$ cat config.mk
export PLATFORM = sky130hd
export DESIGN_NAME = ise_ctrl
export DESIGN_NICKNAME = d
export VERILOG_FILES = /design/src/sv/ise_pkg.sv /design/src/sv/ise_ctrl.sv
export VERILOG_INCLUDE_DIRS = /design/src /design/src/sv
export SDC_FILE = /design/constraint.sdc
export NUM_CORES = 1
export LEC_CHECK = 0
export BUFFER_PORTS_ARGS = -buffer_cell sky130_fd_sc_hd__buf_4
export CAP_MARGIN = 5
export CORE_AREA = 4 4 41 43
export CTS_BUF_LIST = sky130_fd_sc_hd__clkbuf_4
export CTS_CLUSTER_DIAMETER = 30
export DETAILED_ROUTE_END_ITERATION = 8
export DIE_AREA = 0 0 45 47
export GPL_ROUTABILITY_DRIVEN = 1
export PLACE_DENSITY = 0.57
export RECOVER_POWER = 50
export SETUP_SLACK_MARGIN = 0.2
export SYNTH_ARGS = -nofsm -noshare
export SYNTH_HDL_FRONTEND = slang
export SYNTH_SLANG_ARGS = --single-unit
$ cat constraint.sdc
create_clock -name clk -period 1.8 [get_ports clk]
set_clock_uncertainty 0.1 [all_clocks]
set_input_delay 0.36 -clock clk [delete_from_list [all_inputs] [get_ports clk]]
set_output_delay 0.36 -clock clk [all_outputs]
set_load 0.02 [all_outputs]
$ cat src/sv/assert_macros.svh
// ---------------------------------------------------------------------------
// assertion macros
// clocked checks on clk, disabled while rst_n is low
// ---------------------------------------------------------------------------
`ifndef ASSERT_MACROS_SVH
`define ASSERT_MACROS_SVH

// condition holds at every edge
`define ASSERT_HOLDS(label, cond, msg) \
    label: assert property (@(posedge clk) disable iff (!rst_n) (cond)) else $error(msg);

// consequent holds in the same cycle as the antecedent
`define ASSERT_IMPL(label, ante, cons, msg) \
    label: assert property (@(posedge clk) disable iff (!rst_n) (ante) |-> (cons)) \
        else $error(msg);

// consequent holds in the cycle after the antecedent
`define ASSERT_NEXT(label, ante, cons, msg) \
    label: assert property (@(posedge clk) disable iff (!rst_n) (ante) |=> (cons)) \
        else $error(msg);

`endif

$ cat src/sv/ise_pkg.sv
// ---------------------------------------------------------------------------
// ise_pkg
// shared widths, codes, command and status types and the iupac mask table
// ---------------------------------------------------------------------------
package ise_pkg;

    localparam int MAX_SEQ_LEN = 4096;
    localparam int ADDR_W      = $clog2(MAX_SEQ_LEN);
    localparam int CNT_W       = ADDR_W + 1;
    localparam int OP_W        = 2;
    localparam int CHAR_W      = 8;
    localparam int POS_W       = 13;
    localparam int STAT_W      = 2;
    localparam int SUM_W       = (CNT_W > POS_W) ? CNT_W + 1 : POS_W + 1;

    typedef enum logic [OP_W-1:0] {
        OP_APPEND_Q = 2'd0,
        OP_APPEND_T = 2'd1,
        OP_CLEAR    = 2'd2,
        OP_EXTEND   = 2'd3
    } ise_op_t;

    localparam logic [STAT_W-1:0] ST_OK   = 2'd0;
    localparam logic [STAT_W-1:0] ST_FULL = 2'd1;
    localparam logic [STAT_W-1:0] ST_BAD  = 2'd2;

    localparam logic [3:0] BASE_A = 4'b0001;
    localparam logic [3:0] BASE_C = 4'b0010;
    localparam logic [3:0] BASE_G = 4'b0100;
    localparam logic [3:0] BASE_T = 4'b1000;

    typedef struct packed {
        logic in_ready;
        logic take_simple;
        logic take_extend;
        logic check;
        logic walk;
        logic start_right;
        logic finish;
    } ise_cmd_t;

    typedef struct packed {
        logic in_valid;
        logic in_extend;
        logic out_free;
        logic bad;
        logic walk_done;
    } ise_stat_t;

    function automatic logic [3:0] base_mask(input logic [CHAR_W-1:0] c);
        logic [3:0] m;
        case (c)
            "A":     m = BASE_A;
            "C":     m = BASE_C;
            "G":     m = BASE_G;
            "T":     m = BASE_T;
            "U":     m = BASE_T;
            "Y":     m = BASE_C | BASE_T;
            "R":     m = BASE_G | BASE_A;
            "S":     m = BASE_C | BASE_G;
            "W":     m = BASE_A | BASE_T;
            "K":     m = BASE_G | BASE_T;
            "M":     m = BASE_A | BASE_C;
            "B":     m = BASE_C | BASE_G | BASE_T;
            "D":     m = BASE_A | BASE_G | BASE_T;
            "H":     m = BASE_A | BASE_C | BASE_T;
            "V":     m = BASE_A | BASE_C | BASE_G;
            "N":     m = BASE_A | BASE_C | BASE_G | BASE_T;
            default: m = 4'b0000;
        endcase
        return m;
    endfunction

endpackage

$ cat src/sv/ise_ctrl.sv
// ---------------------------------------------------------------------------
// ise_ctrl
// sequencer: takes words, runs bound check, then left and right walk for an in-bounds seed, response
// ---------------------------------------------------------------------------
`include "assert_macros.svh"

module ise_ctrl (
    input  logic              clk,
    input  logic              rst_n,
    input  ise_pkg::ise_stat_t st,
    output ise_pkg::ise_cmd_t  cmd
);
    import ise_pkg::*;

    typedef enum logic [4:0] {
        S_IDLE   = 5'b00001,
        S_CHECK  = 5'b00010,
        S_LEFT   = 5'b00100,
        S_RIGHT  = 5'b01000,
        S_FINISH = 5'b10000
    } state_t;

    state_t state_reg;
    state_t state_next;

    always_comb
    begin
        state_next = state_reg;
        cmd        = '0;
        case (state_reg)
            S_IDLE:
            begin
                cmd.in_ready = st.out_free;
                if (st.in_valid && st.out_free)
                begin
                    if (st.in_extend)
                    begin
                        cmd.take_extend = 1'b1;
                        state_next      = S_CHECK;
                    end
                    else
                    begin
                        cmd.take_simple = 1'b1;
                    end
                end
            end
            S_CHECK:
            begin
                cmd.check  = 1'b1;
                state_next = st.bad ? S_FINISH : S_LEFT;
            end
            S_LEFT:
            begin
                if (st.walk_done)
                begin
                    cmd.start_right = 1'b1;
                    state_next      = S_RIGHT;
                end
                else
                begin
                    cmd.walk = 1'b1;
                end
            end
            S_RIGHT:
            begin
                if (st.walk_done)
                begin
                    state_next = S_FINISH;
                end
                else
                begin
                    cmd.walk = 1'b1;
                end
            end
            S_FINISH:
            begin
                if (st.out_free)
                begin
                    cmd.finish = 1'b1;
                    state_next = S_IDLE;
                end
            end
            default:
            begin
                state_next = S_IDLE;
            end
        endcase
    end

    always_ff @(posedge clk or negedge rst_n)
    begin
        if (!rst_n)
        begin
            state_reg <= S_IDLE;
        end
        else
        begin
            state_reg <= state_next;
        end
    end

    `ASSERT_NEXT(a_extend_to_check, (state_reg == S_IDLE) && st.in_valid && st.out_free && st.in_extend, state_reg == S_CHECK, "extend word did not start a bound check")
    `ASSERT_NEXT(a_finish_to_idle, (state_reg == S_FINISH) && st.out_free, state_reg == S_IDLE, "response not issued from finish")

endmodule

# Yosys cells after proc, flatten, opt, wreduce, memory -nomap -nowiden
# Index checks and enable logic that the tools add are counted.
[totals]
input_bits = 7
regBits = 5
[classes]
n_mux = 18
reduce_logical = 3
eq_ne = 10
[ops]
columns = ["op", "n"]
rows = [
  ["5-bit 2-to-1 mux", 6],
  ["5-bit case mux with 5 select lines", 1],
  ["2-bit inequality test (second input constant)", 5],
  ["1-bit 2-to-1 mux", 9],
  ["5-bit by 1-bit == test with 1-bit output (second input constant)", 1],
  ["5-bit by 2-bit == test with 1-bit output (second input constant)", 1],
  ["5-bit by 3-bit == test with 1-bit output (second input constant)", 1],
  ["5-bit by 4-bit == test with 1-bit output (second input constant)", 1],
  ["5-bit == test (second input constant)", 1],
  ["5-bit AND reduction", 1],
  ["3-bit 2-to-1 mux", 1],
  ["2-bit 2-to-1 mux", 1],
  ["2-bit OR reduction", 1],
  ["1-bit logical AND", 1],
]

# Longest topological paths before layout
# Gate-level depths: netlist of the first run.
[logic_depth]
word_depth = 3
ltp_mapped = 4
ltp_nobuf = 3

# Worst setup path before layout of the first run
# No wires, ideal clock.
[synth_timing]
path_kind = "reg-to-output"
start = "reg state_reg[3]"
end = "out cmd[3] in the netlist's numbering"
stages_incl_launch_ff = 4
slack_ps = -165
t_required_ps = 1340
arrival_ps = 1505
path_buffers = 1
cell_sequence = "dfrtp_1 -> buf_6 -> or2_4 -> nor4b_1"
[synth_rtl]
columns = ["item", "line_no", "source"]
rows = [
  ["start, declared", "ise_ctrl.sv:23", "state_t state_reg;"],
  ["start signal, assigned", "ise_ctrl.sv:98", "state_reg <= state_next;"],
  ["end, declared", "ise_ctrl.sv:11", "output ise_pkg::ise_cmd_t cmd"],
]

==> results.tsv, run 1 <==
metric	value	unit
antenna_found_initial	0	
rr_startpoint	state_reg[4]	
cts_tree	done	
synth.distinct_cells	29	
final_common_cell	buf_4	
finalSetupViolations	6	
hp-class	input pin to flop	
critical-path-slowest-cell	dfrtp_1	
worstPathArrival	1.52	ns
grt_remaining_overflow	0	
crit_fanout	4	
diodes	0	
synthMuxAreaShare	2.74	%
syn_inst	43	
path_class	flop to output pin	
final_cell_mix	buf_4, clkbuf_4, buf_6	
path_clk_slew	0.04	ns
synth_warnings	0	
relSlewSlack	81.6	%
synth_area	410	µm²
hold_path_depth	2	
grt_pass1_wl	1840	µm
hpwl	745	µm
end_kind	output pin	
r2r_end	state_reg[1]	
rsz0062_at_grt	yes	
hold_violations	0	
timing.final.ws_setup	-0.182	ns
syn_area_per_cell	9.54	µm²
cp-endpoint	cmd[5]	
yosys.area_share.simple	47.3	%
clk_path_buf_depth	2	
synth-compound-area-share	9.76	%
cts_buffers	3	
worst_slew_pin_slew	0.276	ns
power_density	893	nW/µm²
slew_viol_final	0	
wl_per_cell	12.5	µm
synth_top_family_by_area	simple AND/OR/NAND/NOR gates	
vias	441	
dr.pass1.iters	4	
post-route-period-util	110	%
io_buffers	13	
max_freq	504	MHz
ys_seq_area_share	30.8	%
period_minus_slack	1.98	ns
drc_errors	0	
violations	negative setup slack	
track_usage	12.5	%
fin_nets	81	
p_leak	0.000316	µW
crit_chain	or2_4, nor4b_4, and4b_2, buf_6	
core_area	1300	µm²
max-vdd-ir-drop	453	µV
worstPathRequired	1.34	ns
gp_congestion	0.725	
clkLatencyLatePin	0.25	ns
outcome	finished with violations	
die_area	2120	µm²
start_util	31.5	%
rows	13	
synth-adder-area-share	0	%
cts_root_buf	clkbuf_4	
grt_pass1_vias	422	
cp-start-kind	flop	
cts.sinks	5	
cts-htree-levels	1	
r2r_slack	0.30	ns
drv_cap	0	
largest_register_ffs	5	
cp-startpoint	state_reg[4]	
whs	0.324	ns
ys_seq_elements	5	
drt_iter0_drc	7	
drive_gt1_share	61.6	%
ios	14	
drt_wl_total	1100	µm
cpPeakStageDelay	0.37	ns
die_w	45	µm
rr_worst_depth	5	
antenna_left	0	
grt_max_degree	9	
place_inst	75	
layout.cells.non_filler	88	
via_per_inst	5.01	
die_h	47	µm
synth_xor_area_share	4.27	%
syn_nets	50	
syn2layout_area_growth	73.8	%
-- cells in the mapped netlist --
library cell  instances  area, µm²
nor2_1                3       11.3
nand3_1               2       10.0
a32o_1                1       10.0
mux2_2                1       11.3
and2b_1               1       7.51
nand2_1               2       7.51
nor3b_1               2       15.0
and2_1                1       6.26
and4b_1               2       20.0
dfrtp_1               4        100
xnor2_1               1       8.76
dfstp_2               1       26.3
or2_4                 1       8.76
o31ai_1               1       7.51
o21ai_0               1       5.00
nand3b_1              1       7.51
nor4b_1               1       8.76
nor3_1                3       15.0
or3_1                 1       6.26
xor2_1                1       8.76
and4_1                2       17.5
buf_2                 2       10.0
a21oi_1               2       10.0
buf_6                 1       11.3
or2_1                 1       6.26
nor4b_4               1       23.8
nor4_2                1       12.5
nor3_2                1       10.0
o211ai_1              1       7.51
-- cell type report --
cell class | count | area (µm²)
fillers | 124 | 588
well taps | 15 | 18.8
repair buffers | 29 | 231
multi-input cells | 35 | 304
flip-flops and latches | 5 | 129
clock buffers | 4 | 30.0
-- per-stage QoR --
stage	power [µW]	setup WS, ns	instance area, µm²	TNS, ns	utilization, %
floorplan	292	0.0313	420	0	-
global placement	387	0.0891	568	0	43.7
detailed placement	385	0.0686	568	0	43.7
CTS	609	-0.191	671	-0.710	51.5
global route	682	-0.273	713	-1.08	54.8
finish	637	-0.182	713	-0.603	54.8
-- power by group --
group / switching, µW / internal (µW)
sequential: 21.5 / 135
clock: 52.9 / 99.3
combinational: 132 / 196
total: 206 / 431
-- how the worst min path moves through the flow --
stage	end	startpoint	slack, ns
global placement	state_reg[1]	rst_n	0.06
finish	state_reg[1]	st[4]	0.32
CTS	state_reg[1]	st[4]	0.31
floorplan	state_reg[1]	rst_n	-0.04
detailed placement	state_reg[4]	rst_n	0.07
global route	state_reg[1]	st[2]	0.33
-- metal layers --
layer  track usage, %  wire, µm
met5                0         0
met4             8.77        29
met3             4.60        55
met2             19.5       555
met1             14.1       461
-- critical path: cells and delay by family (launching register included) --
| kind | cells | cell delay [ns] |
|---|---|---|
| simple gates | 3 | 0.79 |
| buf+inv | 1 | 0.11 |
| flops | 1 | 0.37 |
-- cell families after synthesis --
family	Yosys count
AND/OR/NAND/NOR	26
AO/OA/AOI/OAI	6
flip-flops	5
buffers and inverters	3
XOR/XNOR	2
multiplexers	1
-- repair_timing --
item | CTS | global route
pin swaps | 3 | 4
hold buffers | 1 | 0
setup buffers | 3 | 5
cloned | 0 | 0
gates resized for setup | 10 | 1
setup endpoints to repair | 7 | 8
endpoints found under the hold margin | 5 | 0
Note: power is estimated with default switching activity, not from simulation.
==> inputs of run 2 (changes only) <==
--- a/config.mk
+++ b/config.mk
@@ -14,7 +14,8 @@
 export DETAILED_ROUTE_END_ITERATION = 8
 export DIE_AREA = 0 0 45 47
 export GPL_ROUTABILITY_DRIVEN = 1
-export PLACE_DENSITY = 0.57
+export GPL_TIMING_DRIVEN = 0
+export PLACE_DENSITY_LB_ADDON = 0.08
 export RECOVER_POWER = 50
 export SETUP_SLACK_MARGIN = 0.2
 export SYNTH_ARGS = -nofsm -noshare
==> results.tsv, run 2 (synthesis results as in run 1) <==
metric	value	unit	change
start_util	31.5	%	unchanged
power_density	791	nW/µm²	was 893 nW/µm²
cts.sinks	5		unchanged
clock_power_share	24.4	%	was 23.9%
rsz0062_at_grt	yes		unchanged
crit_fanout	5		was 4
ios	14		unchanged
antenna_left	0		unchanged
end_kind	output pin		unchanged
drt_iter0_drc	3		was 7
drt_wl_total	1250	µm	was 1100 µm
worstPathArrival	1.69	ns	was 1.52 ns
clk_path_buf_depth	2		unchanged
slew_viol_final	0		unchanged
timing.final.ws_setup	-0.354	ns	was -0.182 ns
hpwl	730	µm	was 745 µm
drv_cap	0		unchanged
vias	453		was 441
postLayoutCellArea	738	µm²	was 713 µm²
combinationalPowerShare	45.9	%	was 51.5%
p_seq_share	29.7	%	was 24.6%
layout.cells.non_filler	87		was 88
cts_tree	done		unchanged
cts-htree-levels	1		unchanged
worstPathRequired	1.34	ns	about the same
violations	negative setup slack		unchanged
switching_share	34.4	%	was 32.4%
grt_max_degree	11		was 9
clkLatencyLatePin	0.24	ns	was 0.25 ns
final_common_cell	buf_4		unchanged
track_usage	12.9	%	was 12.5%
core_area	1300	µm²	unchanged
place_inst	71		was 75
syn2layout_area_growth	79.9	%	was 73.8%
grt_pass1_vias	414		was 422
fin_nets	80		was 81
max-vdd-ir-drop	429	µV	was 453 µV
path_class	flop to output pin		unchanged
antenna_found_initial	0		unchanged
final_cell_mix	buf_4, buf_6, clkbuf_4		was buf_4, clkbuf_4, buf_6
die_h	47	µm	unchanged
path_clk_slew	0.04	ns	about the same
hp-class	input pin to flop		unchanged
dr.pass1.iters	4		unchanged
cts_buffers	3		unchanged
diodes	0		unchanged
wl_per_cell	14.4	µm	was 12.5 µm
post-route-period-util	120	%	was 110%
die_w	45	µm	unchanged
hold_violations	0		unchanged
max_freq	464	MHz	was 504 MHz
drc_errors	0		unchanged
outcome	finished with violations		unchanged
io_buffers	13		unchanged
die_area	2120	µm²	unchanged
p_leak	0.000324	µW	was 0.000316 µW
nFillCells	119		was 124
drive_gt1_share	61.1	%	was 61.6%
finalSetupViolations	7		was 6
worst_slew_pin_slew	0.335	ns	was 0.276 ns
period_minus_slack	2.15	ns	was 1.98 ns
placed_cell_area	537	µm²	was 568 µm²
power_switching	201	µW	was 206 µW
cts_root_buf	clkbuf_4		unchanged
largest_register_ffs	5		unchanged
p_int	383	µW	was 431 µW
gp_congestion	0.667		was 0.725
cp-start-kind	flop		unchanged
grt_remaining_overflow	0		unchanged
power.total	584	µW	was 637 µW
grt_pass1_wl	1840	µm	unchanged
rows	13		unchanged
via_per_inst	5.21		was 5.01
relSlewSlack	77.6	%	was 81.6%
whs	0.326	ns	was 0.324 ns
## run 2: cell type report
cell class | count | area (µm²) | area share [%]
plain buffers | 3 | 30.0 | 4.07
clock buffers | 4 | 30.0 | 4.07
multi-input cells | 35 | 319 | 43.2
flip-flops and latches | 5 | 128 | 17.3
well taps | 15 | 18.8 | 2.54
repair buffers | 25 | 213 | 28.8
## run 2: path summary, 6_finish.rpt
path	cells after the start	startpoint	endpoint	slack, ns
worst min register to register	2	state_reg[4]	state_reg[3]	0.52
worst max-delay path	5	state_reg[3]	cmd[5]	-0.35
worst min-delay path	2	st[4]	state_reg[1]	0.33
worst max register to register	4	state_reg[0]	state_reg[4]	0.31
min in group asynchronous	2	rst_n	state_reg[1]	0.39
max in group asynchronous	2	rst_n	state_reg[0]	0.95
## run 2: power groups by stage
stage	clock, µW	sequential, µW	combinational (µW)
global route	154	176	286
floorplan	0	157	135
finish	142	174	268
global placement	0	165	188
detailed placement	0	167	188
CTS	147	168	230
## run 2: stage by stage
step	TNS [ns]	worst slack, ns	util (%)
floorplan	0	0.0313	-
global placement	-0.288	-0.124	41.3
detailed placement	-0.314	-0.132	41.3
CTS	-1.45	-0.355	51.0
global route	-2.11	-0.410	56.7
finish	-1.71	-0.354	56.7
## run 2: layer usage
layer,track usage [%],vias to the layer above,part of all wire [%]
li1,-,223,-
met2,19.5,14,51
met3,2.68,6,3.4
met4,14.0,0,4.5
met5,0,-,0
met1,14.5,210,41
## run 2: what timing repair did
item / CTS / global route
hold endpoints to repair: 5 / 0
gates resized for setup: 11 / 8
buffers inserted: 6 / 5
setup endpoints to repair: 7 / 8
pin swaps: 2 / 5
hold buffers: 1 / 0
## run 2: worst max-delay path, cell delays in order, from the launching register on
cell     delay [ns]
dfrtp_1        0.36
buf_6          0.12
or2_4          0.24
nor4b_4        0.33
and4b_2        0.29
buf_6          0.11
